==> src/rtl/utf8ld_pkg.sv <==
// shared types and constants of the lenient utf-8 decoder
// no dependencies; used by utf8ld_decode and utf8_lenient_decoder
`default_nettype none

package utf8ld_pkg;

    localparam int unsigned BYTE_W  = 8;
    localparam int unsigned CP_W    = 22;
    localparam int unsigned VALUE_W = 21;
    localparam int unsigned M_DATA_W = 24;   // code point padded to whole bytes

    localparam logic signed [CP_W-1:0] INVALID_CP = '1;

    // byte class masks and patterns
    localparam logic [BYTE_W-1:0] ASCII_LIMIT = 8'h80;
    localparam logic [BYTE_W-1:0] CONT_MASK   = 8'hC0;
    localparam logic [BYTE_W-1:0] CONT_PAT    = 8'h80;
    localparam logic [BYTE_W-1:0] LEAD2_MASK  = 8'hE0;
    localparam logic [BYTE_W-1:0] LEAD2_PAT   = 8'hC0;
    localparam logic [BYTE_W-1:0] LEAD3_MASK  = 8'hF0;
    localparam logic [BYTE_W-1:0] LEAD3_PAT   = 8'hE0;
    localparam logic [BYTE_W-1:0] LEAD4_MASK  = 8'hF8;
    localparam logic [BYTE_W-1:0] LEAD4_PAT   = 8'hF0;
    localparam logic [BYTE_W-1:0] PAYLOAD_MASK = 8'h3F;

    // open sequence state
    typedef struct packed {
        logic [1:0]         needed;   // continuation bytes owed in total by the lead, 0 = idle
        logic [1:0]         seen;     // continuation bytes taken so far
        logic [VALUE_W-1:0] partial;  // code point bits gathered so far
    } dec_state_t;

    // results produced by one byte: invalid markers first, then optional tail
    typedef struct packed {
        logic [1:0]             inv_cnt;
        logic                   tail_valid;
        logic signed [CP_W-1:0] tail_cp;
    } dec_item_t;

endpackage

`default_nettype wire

==> src/rtl/utf8_lenient_decoder.sv <==
// top level of the lenient streaming utf-8 decoder
// depends on utf8ld_pkg and utf8ld_decode
`default_nettype none

// Lenient UTF-8 decoder. One text byte per request enters on the s_ side; decoded
// code points (up to 21 bits, no overlong or surrogate checks) leave on the m_ side,
// with -1 (all ones) marking an invalid byte. A byte gives zero to four results:
// a broken sequence yields one invalid result per byte already taken, then the
// breaking byte is decoded afresh; a zero byte ends the string and gives nothing
// itself. m_tlast marks the final result caused by each input byte. Rate: one
// byte per cycle while each byte gives at most one result and m_tready holds; a byte
// giving several results holds the single output register for each in turn, and the
// input stalls until the last of them is moving out. The decode step sits between
// the sequence state and a pending-result register, which drains one result per
// cycle, while the output slot is free, into the output register.

module utf8_lenient_decoder (
    input  wire logic                              aclk,
    input  wire logic                              aresetn,
    // input byte stream
    input  wire logic                              s_tvalid,
    output logic                                   s_tready,
    input  wire logic [utf8ld_pkg::BYTE_W-1:0]     s_tdata,   // [7:0] in_byte
    // decoded code points
    output logic                                   m_tvalid,
    input  wire logic                              m_tready,
    output logic [utf8ld_pkg::M_DATA_W-1:0]        m_tdata,   // [21:0] code_point, [23:22] zero
    output logic                                   m_tlast    // last_of_run
);

    // sequence state, advanced on every accepted byte
    utf8ld_pkg::dec_state_t state_reg, state_next;
    utf8ld_pkg::dec_item_t  dec_item;

    // pending results of the last accepted byte not yet moved to the output
    logic [2:0]                          pend_rem_reg, pend_rem_next;
    logic                                pend_tail_valid_reg;
    logic signed [utf8ld_pkg::CP_W-1:0]  pend_tail_cp_reg;

    // output register
    logic                                out_valid_reg;
    logic signed [utf8ld_pkg::CP_W-1:0]  out_cp_reg;
    logic                                out_last_reg;

    logic s_accept;
    logic out_free;
    logic move;

    utf8ld_decode u_decode (
        .in_byte    (s_tdata),
        .state_cur  (state_reg),
        .state_next (state_next),
        .item       (dec_item)
    );

    // output slot opens when empty or being taken this cycle
    assign out_free = !out_valid_reg || m_tready;
    assign move     = (pend_rem_reg != 3'd0) && out_free;

    // take a new byte once the pending register is empty or draining its last result
    assign s_tready = (pend_rem_reg == 3'd0) || ((pend_rem_reg == 3'd1) && out_free);
    assign s_accept = s_tvalid && s_tready;

    always_comb begin
        pend_rem_next = pend_rem_reg;
        if (s_accept) begin
            pend_rem_next = {1'b0, dec_item.inv_cnt} + {2'd0, dec_item.tail_valid};
        end else if (move) begin
            pend_rem_next = pend_rem_reg - 3'd1;
        end
    end

    always_ff @(posedge aclk) begin
        if (!aresetn) begin
            state_reg     <= '0;
            pend_rem_reg  <= 3'd0;
            out_valid_reg <= 1'b0;
        end else begin
            if (s_accept) begin
                state_reg <= state_next;
            end
            pend_rem_reg <= pend_rem_next;
            if (move) begin
                out_valid_reg <= 1'b1;
            end else if (m_tready) begin
                out_valid_reg <= 1'b0;
            end
        end
    end

    // payload registers
    always_ff @(posedge aclk) begin
        if (s_accept) begin
            pend_tail_valid_reg <= dec_item.tail_valid;
            pend_tail_cp_reg    <= dec_item.tail_cp;
        end
        if (move) begin
            // invalid markers go first, the tail result (if any) is last
            if (pend_rem_reg == 3'd1 && pend_tail_valid_reg) begin
                out_cp_reg <= pend_tail_cp_reg;
            end else begin
                out_cp_reg <= utf8ld_pkg::INVALID_CP;
            end
            out_last_reg <= (pend_rem_reg == 3'd1);
        end
    end

    assign m_tvalid = out_valid_reg;
    assign m_tdata  = {2'b00, out_cp_reg};
    assign m_tlast  = out_last_reg;

endmodule

`default_nettype wire

==> src/rtl/utf8ld_decode.sv <==
// one-byte step of the lenient utf-8 decoder, purely combinational
// depends on utf8ld_pkg
`default_nettype none

module utf8ld_decode (
    input  wire logic [utf8ld_pkg::BYTE_W-1:0] in_byte,
    input  wire utf8ld_pkg::dec_state_t        state_cur,
    output utf8ld_pkg::dec_state_t             state_next,
    output utf8ld_pkg::dec_item_t              item
);

    logic                              is_cont;
    logic                              fresh;
    logic [1:0]                        seen_inc;
    logic [utf8ld_pkg::VALUE_W-1:0]    partial_ext;

    assign is_cont     = (in_byte & utf8ld_pkg::CONT_MASK) == utf8ld_pkg::CONT_PAT;
    assign seen_inc    = state_cur.seen + 2'd1;
    assign partial_ext = {state_cur.partial[utf8ld_pkg::VALUE_W-7:0],
                          in_byte[5:0]};

    always_comb begin
        state_next      = state_cur;
        item.inv_cnt    = 2'd0;
        item.tail_valid = 1'b0;
        item.tail_cp    = utf8ld_pkg::INVALID_CP;
        fresh           = 1'b1;

        if (state_cur.needed != 2'd0) begin
            if (is_cont) begin
                fresh = 1'b0;
                if (seen_inc >= state_cur.needed) begin
                    item.tail_valid = 1'b1;
                    item.tail_cp    = {1'b0, partial_ext};
                    state_next      = '0;
                end else begin
                    state_next.seen    = seen_inc;
                    state_next.partial = partial_ext;
                end
            end else begin
                // broken sequence: one marker for the lead and each taken byte
                item.inv_cnt = seen_inc;
                state_next   = '0;
            end
        end

        if (fresh && in_byte != '0) begin
            if (in_byte < utf8ld_pkg::ASCII_LIMIT) begin
                item.tail_valid = 1'b1;
                item.tail_cp    = {14'd0, in_byte};
            end else if ((in_byte & utf8ld_pkg::LEAD2_MASK) == utf8ld_pkg::LEAD2_PAT) begin
                state_next.needed  = 2'd1;
                state_next.partial = {16'd0, in_byte[4:0]};
            end else if ((in_byte & utf8ld_pkg::LEAD3_MASK) == utf8ld_pkg::LEAD3_PAT) begin
                state_next.needed  = 2'd2;
                state_next.partial = {17'd0, in_byte[3:0]};
            end else if ((in_byte & utf8ld_pkg::LEAD4_MASK) == utf8ld_pkg::LEAD4_PAT) begin
                state_next.needed  = 2'd3;
                state_next.partial = {18'd0, in_byte[2:0]};
            end else begin
                item.tail_valid = 1'b1;
                item.tail_cp    = utf8ld_pkg::INVALID_CP;
            end
        end
    end

endmodule

`default_nettype wire

==> config.mk <==
export PLATFORM = sky130hd
export DESIGN_NAME = utf8_lenient_decoder
export DESIGN_NICKNAME = d
export VERILOG_FILES = /design/src/rtl/utf8ld_pkg.sv /design/src/rtl/utf8_lenient_decoder.sv /design/src/rtl/utf8ld_decode.sv
export SDC_FILE = /design/constraint.sdc
export NUM_CORES = 1
export LEC_CHECK = 0
export ABC_CLOCK_PERIOD_IN_PS = 4200
export BUFFER_PORTS_ARGS = -buffer_cell sky130_fd_sc_hd__buf_2
export CORE_ASPECT_RATIO = 1.4
export CORE_MARGIN = 3
export CORE_UTILIZATION = 49
export DETAILED_ROUTE_END_ITERATION = 12
export PLACE_DENSITY = 0.69
export SLEW_MARGIN = 20
export SYNTH_ARGS = -nofsm -noshare
export SYNTH_HDL_FRONTEND = slang
export SYNTH_SLANG_ARGS = --single-unit
==> constraint.sdc <==
create_clock -name aclk -period 4.2 [get_ports aclk]
set_clock_uncertainty 0.1 [all_clocks]
set_input_delay 1.26 -clock aclk [delete_from_list [all_inputs] [get_ports aclk]]
set_output_delay 1.26 -clock aclk [all_outputs]
set_load 0.05 [all_outputs]
# Yosys cells after proc, flatten, opt, wreduce, memory -nomap -nowiden

Cells that the tools add are included.

Bits in registers: 75
Output and inout port bits: 27

Add/subtract/negate cells: 3
$lt $le $gt $ge: 2
Equality and inequality tests: 5
Muxes and demuxes: 29
Reductions and logical operators: 15

Operators by type and width:

| kind                | count |
|---|---|
| $mux 23             | 8 |
| $mux 21             | 5 |
| $mux 25             | 3 |
| $mux 2              | 7 |
| $lt 8x8->1 const B  | 1 |
| $reduce_bool 8->1   | 1 |
| $mux 3              | 2 |
| $reduce_bool 2->1   | 3 |
| $eq 5x5->1 const B  | 1 |
| $logic_and 1x1->1   | 5 |
| $eq 4x4->1 const B  | 1 |
| $mux 1              | 4 |
| $add 2x1->3         | 1 |
| $eq 3x1->1 const B  | 1 |
| $eq 3x3->1 const B  | 1 |
| $logic_not 3->1     | 1 |
| $reduce_bool 3->1   | 1 |
| $sub 3x1->3 const B | 1 |
| $add 2x1->2 const B | 1 |
| $eq 2x2->1 const B  | 1 |
| $ge 2x2->1          | 1 |
| $logic_or 1x1->1    | 2 |
| $reduce_and 2->1    | 1 |
| $logic_not 1->1     | 1 |

# Longest topological paths before layout

Depth in word-level cells: 12
Gate-level depth with buffers: 9

# Cells and area by module

A second synthesis with hierarchy kept.

Cells, all modules: 327
Area, all modules: 3653.5 um2

Modules (own cells, without submodules):

| module               | times used | cells each | area each (um2) |
|---|---|---|---|
| utf8_lenient_decoder | 1          | 220        | 2920.3 |
| utf8ld_decode        | 1          | 107        | 733.2 |

# Worst setup path after synthesis

OpenSTA, ideal clock, no wires.

Kind: input to output
From: input m_tready
To: output s_tready
Data arrival time: 1.933 ns
Required time: 2.840 ns
Setup slack: 0.907 ns
Cell stages on the path: 4
Path buffers: 1
Cells stage by stage: nand2b_1 > a21oi_2 > inv_2 > buf_2

Longest elaborated chain between the ends: 3

RTL lines:

| element            | line                       | RTL |
|---|---|---|
| start: declaration | utf8_lenient_decoder.sv:26 | `input wire logic m_tready,` |
| $logic_or 1x1->1   | utf8_lenient_decoder.sv:57 | `assign out_free = !out_valid_reg \|\| m_tready;` |
| $logic_and 1x1->1  | utf8_lenient_decoder.sv:61 | `assign s_tready = (pend_rem_reg == 3'd0) \|\| ((pend_rem_reg == 3'd1) && out_free);` |
| $logic_or 1x1->1   | utf8_lenient_decoder.sv:61 |  |
| end: declaration   | utf8_lenient_decoder.sv:22 | `output logic s_tready,` |

Every way passes these cells.

# Worst setup path after layout

Ends and elaborated chain as after synthesis.

==> impl_metrics.yaml <==
outcome:
  status: "completed"
cts:
  ctsHoldBuffers: 0
  cts_resized: 0
  cts_buffer_depth: 2
  cts_tree: "built"
  path_clk_slew_ns: 0.07
  ctsHtreeMaxLevel: 3
  cts_made_buffers: 9
  clock_sinks: 69
  cts_root_buf: "clkbuf_8"
  postCtsSetupBuffers: 0
  clock_latency_ns: 0.34
sta:
  tightestPinTransition_ns: 1.15
  setup_tns_ns: 0
  slew_viol_final: 0
  fmaxAchievable_mhz: 281
  finalCriticalPeriod_ns: 3.56
  final-hold-violation-count: 0
  period_share_pct: 84.8
  rsz0062_at_grt: "false"
  setup_viol: 0
  max_slew_margin_pct: 22.3
power_and_ir_drop:
  peakVddDrop_mv: 0.453
  power_density_nw_per_um2: 637
  leakage_nw: 1.16
setup_path:
  critPathArrivalTime_ns: 2.20
  crit_required_ns: 2.84
  critPathLaunchType: "primary input"
  worstPathMaxFanout: 17
  rrSetupSlack_ns: 1.56
  reg2reg_depth: 9
  critPathKind: "in -> out"
  endpoint_kind: "output pin"
grt:
  antenna_found_initial: 0
  grt_overflow_total: 0
  grt_pass1_wl_um: 8810
  grt_max_degree: 24
  grtUsageTotal_pct: 15.9
  grt_pass1_vias: 1947
finish:
  antenna_cells: 0
  final_area_sq_um: 3460
  drive_above_1_share_pct: 29.4
  fin_nets: 303
  final_util_pct: 58.2
  areaGrowthSynthToFinish_pct: 14.2
detailed_routing:
  ant_nets: 0
  detail_route.wl_per_cell_um: 14.8
  drt_wl_total_um: 5320
  via_per_inst: 5.61
  first_pass_iters: 4
  route.detailed.drc: 0
  routed-via-count: 2013
  drtIter0Drc: 95
logic_synthesis:
  synthSimpleGateAreaFrac_pct: 14.3
  synth-compound-area-share_pct: 17.2
  ys.flop_type: "edfxtp_1"
  async_flop_share_pct: 0
  synth_area_sq_um: 3030
  yosys_warnings: 0
  synthDistinctLibCells: 47
  yosys.area.top_type: "edfxtp_1"
  synth_xor_area_share_pct: 0.867
  syn_area_per_cell_sq_um: 12.2
  synth.top_cells.by_area: "edfxtp_1 (46%), dfxtp_1 (15%), or2_2 (4.7%), o21a_1 (3.5%), ha_1 (2.9%)"
  synth-edff-count: 46
  synth_top_area_share_pct: 45.6
  yosysSeqAreaShare_pct: 60.8
  synthMuxAreaShare_pct: 0
  synthAdderAreaFrac_pct: 2.89
  synth_seq_cells: 69
  synth_top_family_by_area: "compound AO/OA/AOI/OAI gates"
  syn-instance-count: 249
hold_path:
  whs_path_depth: 2
  hold_class: "reg -> reg"
floorplan:
  initial_core_util_pct: 51.0
  io_pins: 39
  num_rows: 33
  die_area_sq_um: 7180
  die_w_um: 72.5
  die_y_um: 99.1
  coreArea_sq_um: 5950
placed_design:
  io_buffers: 36
  placed_area_sq_um: 3240
  hpwl_um: 3740
  place_congestion: 0.862
run:
  maxCapViolations: 0
[final timing paths]
check / start / to
max: m_tready / s_tready
min: state_reg[14]$_SDFFE_PN0P_ / state_reg[14]$_SDFFE_PN0P_
max reg2reg: state_reg[21]$_SDFFE_PN0P_ / pend_rem_reg[2]$_SDFFE_PN0P_
min reg2reg: state_reg[14]$_SDFFE_PN0P_ / state_reg[14]$_SDFFE_PN0P_
[layer usage]
layer	up-vias	share of wire (%)	global-route usage, %	wire length [um]
met2	47	50	26.1	2670
met1	962	43	18.5	2270
li1	992	-	-	-
met5	-	0	0	0
met4	0	2.3	8.52	123
met3	12	4.7	4.39	249
[synthesized netlist by cell type, types with 3 or more instances]
cell type	n
edfxtp_1	46
dfxtp_1	23
or2_2	23
o21ai_0	17
a21oi_1	14
o21a_1	14
nand4_1	10
inv_1	9
nand2_1	8
ha_1	7
nand2b_1	7
a32o_1	6
buf_2	6
clkbuf_1	6
nand3_1	4
nor2b_1	4
nand2b_4	3
nor3_1	3
[placed cells by master (no fill, tap or decap), drive strengths merged, types with 3 or more instances in the layout]
master  Yosys  final
a21oi      15     15
o21ai      18     18
nand4      10     10
clkbuf      6      9
o21a       14     14
buf         9     38
dfxtp      23     23
edfxtp     46     46
nor2b       4      4
nor3        3      3
ha          7      7
or2        24     24
nand2b     10     10
a32o        6      6
nand3       4      4
nor2        3      3
nand2       8      8
inv        10     11
[worst max-delay path: stages]
cell      delay, ns
buf_2          0.07
nand2b_1       0.20
a21oi_2        0.09
inv_2          0.24
buf_2          0.33
[report_power, final]
| group | total (W) | switching [W] | internal [W] | leakage, nW |
|---|---|---|---|---|
| Sequential | 0.000942 | 0.0000321 | 0.000910 | 0.570 |
| Clock | 0.000585 | 0.000249 | 0.000336 | 0.106 |
| Combinational | 0.000678 | 0.000516 | 0.000162 | 0.483 |
[cell type report]
type / instances / area [sq um]
timing repair buffer: 38 / 195
clock inverter: 7 / 97.6
multi-input combinational: 156 / 1080
inverter: 10 / 37.5
tap: 70 / 87.6
sequential: 69 / 1840
clock buffer: 9 / 124
fill: 505 / 2490
[logic make-up after synthesis]
group                      Yosys count
and+or+nand+nor                     71
adders and majority gates            7
DFF                                 69
AOI/OAI and AO/OA                   73
xor gates and xnor gates             3
other                                1
buffers and inverters               25
[metrics by stage]
stage / hold slack [ns] / setup slack, ns / cells / power [W]
after floorplan: 0.350 / 0.907 / 250 / 0.00149
after global placement: 0.366 / 0.676 / 343 / 0.00162
after detailed placement: 0.364 / 0.653 / 343 / 0.00165
after CTS: 0.375 / 0.649 / 359 / 0.00223
after global routing: 0.404 / 0.580 / 359 / 0.00232
final: 0.372 / 0.638 / 359 / 0.00221
Note: power is estimated with default switching activity, not from simulation.
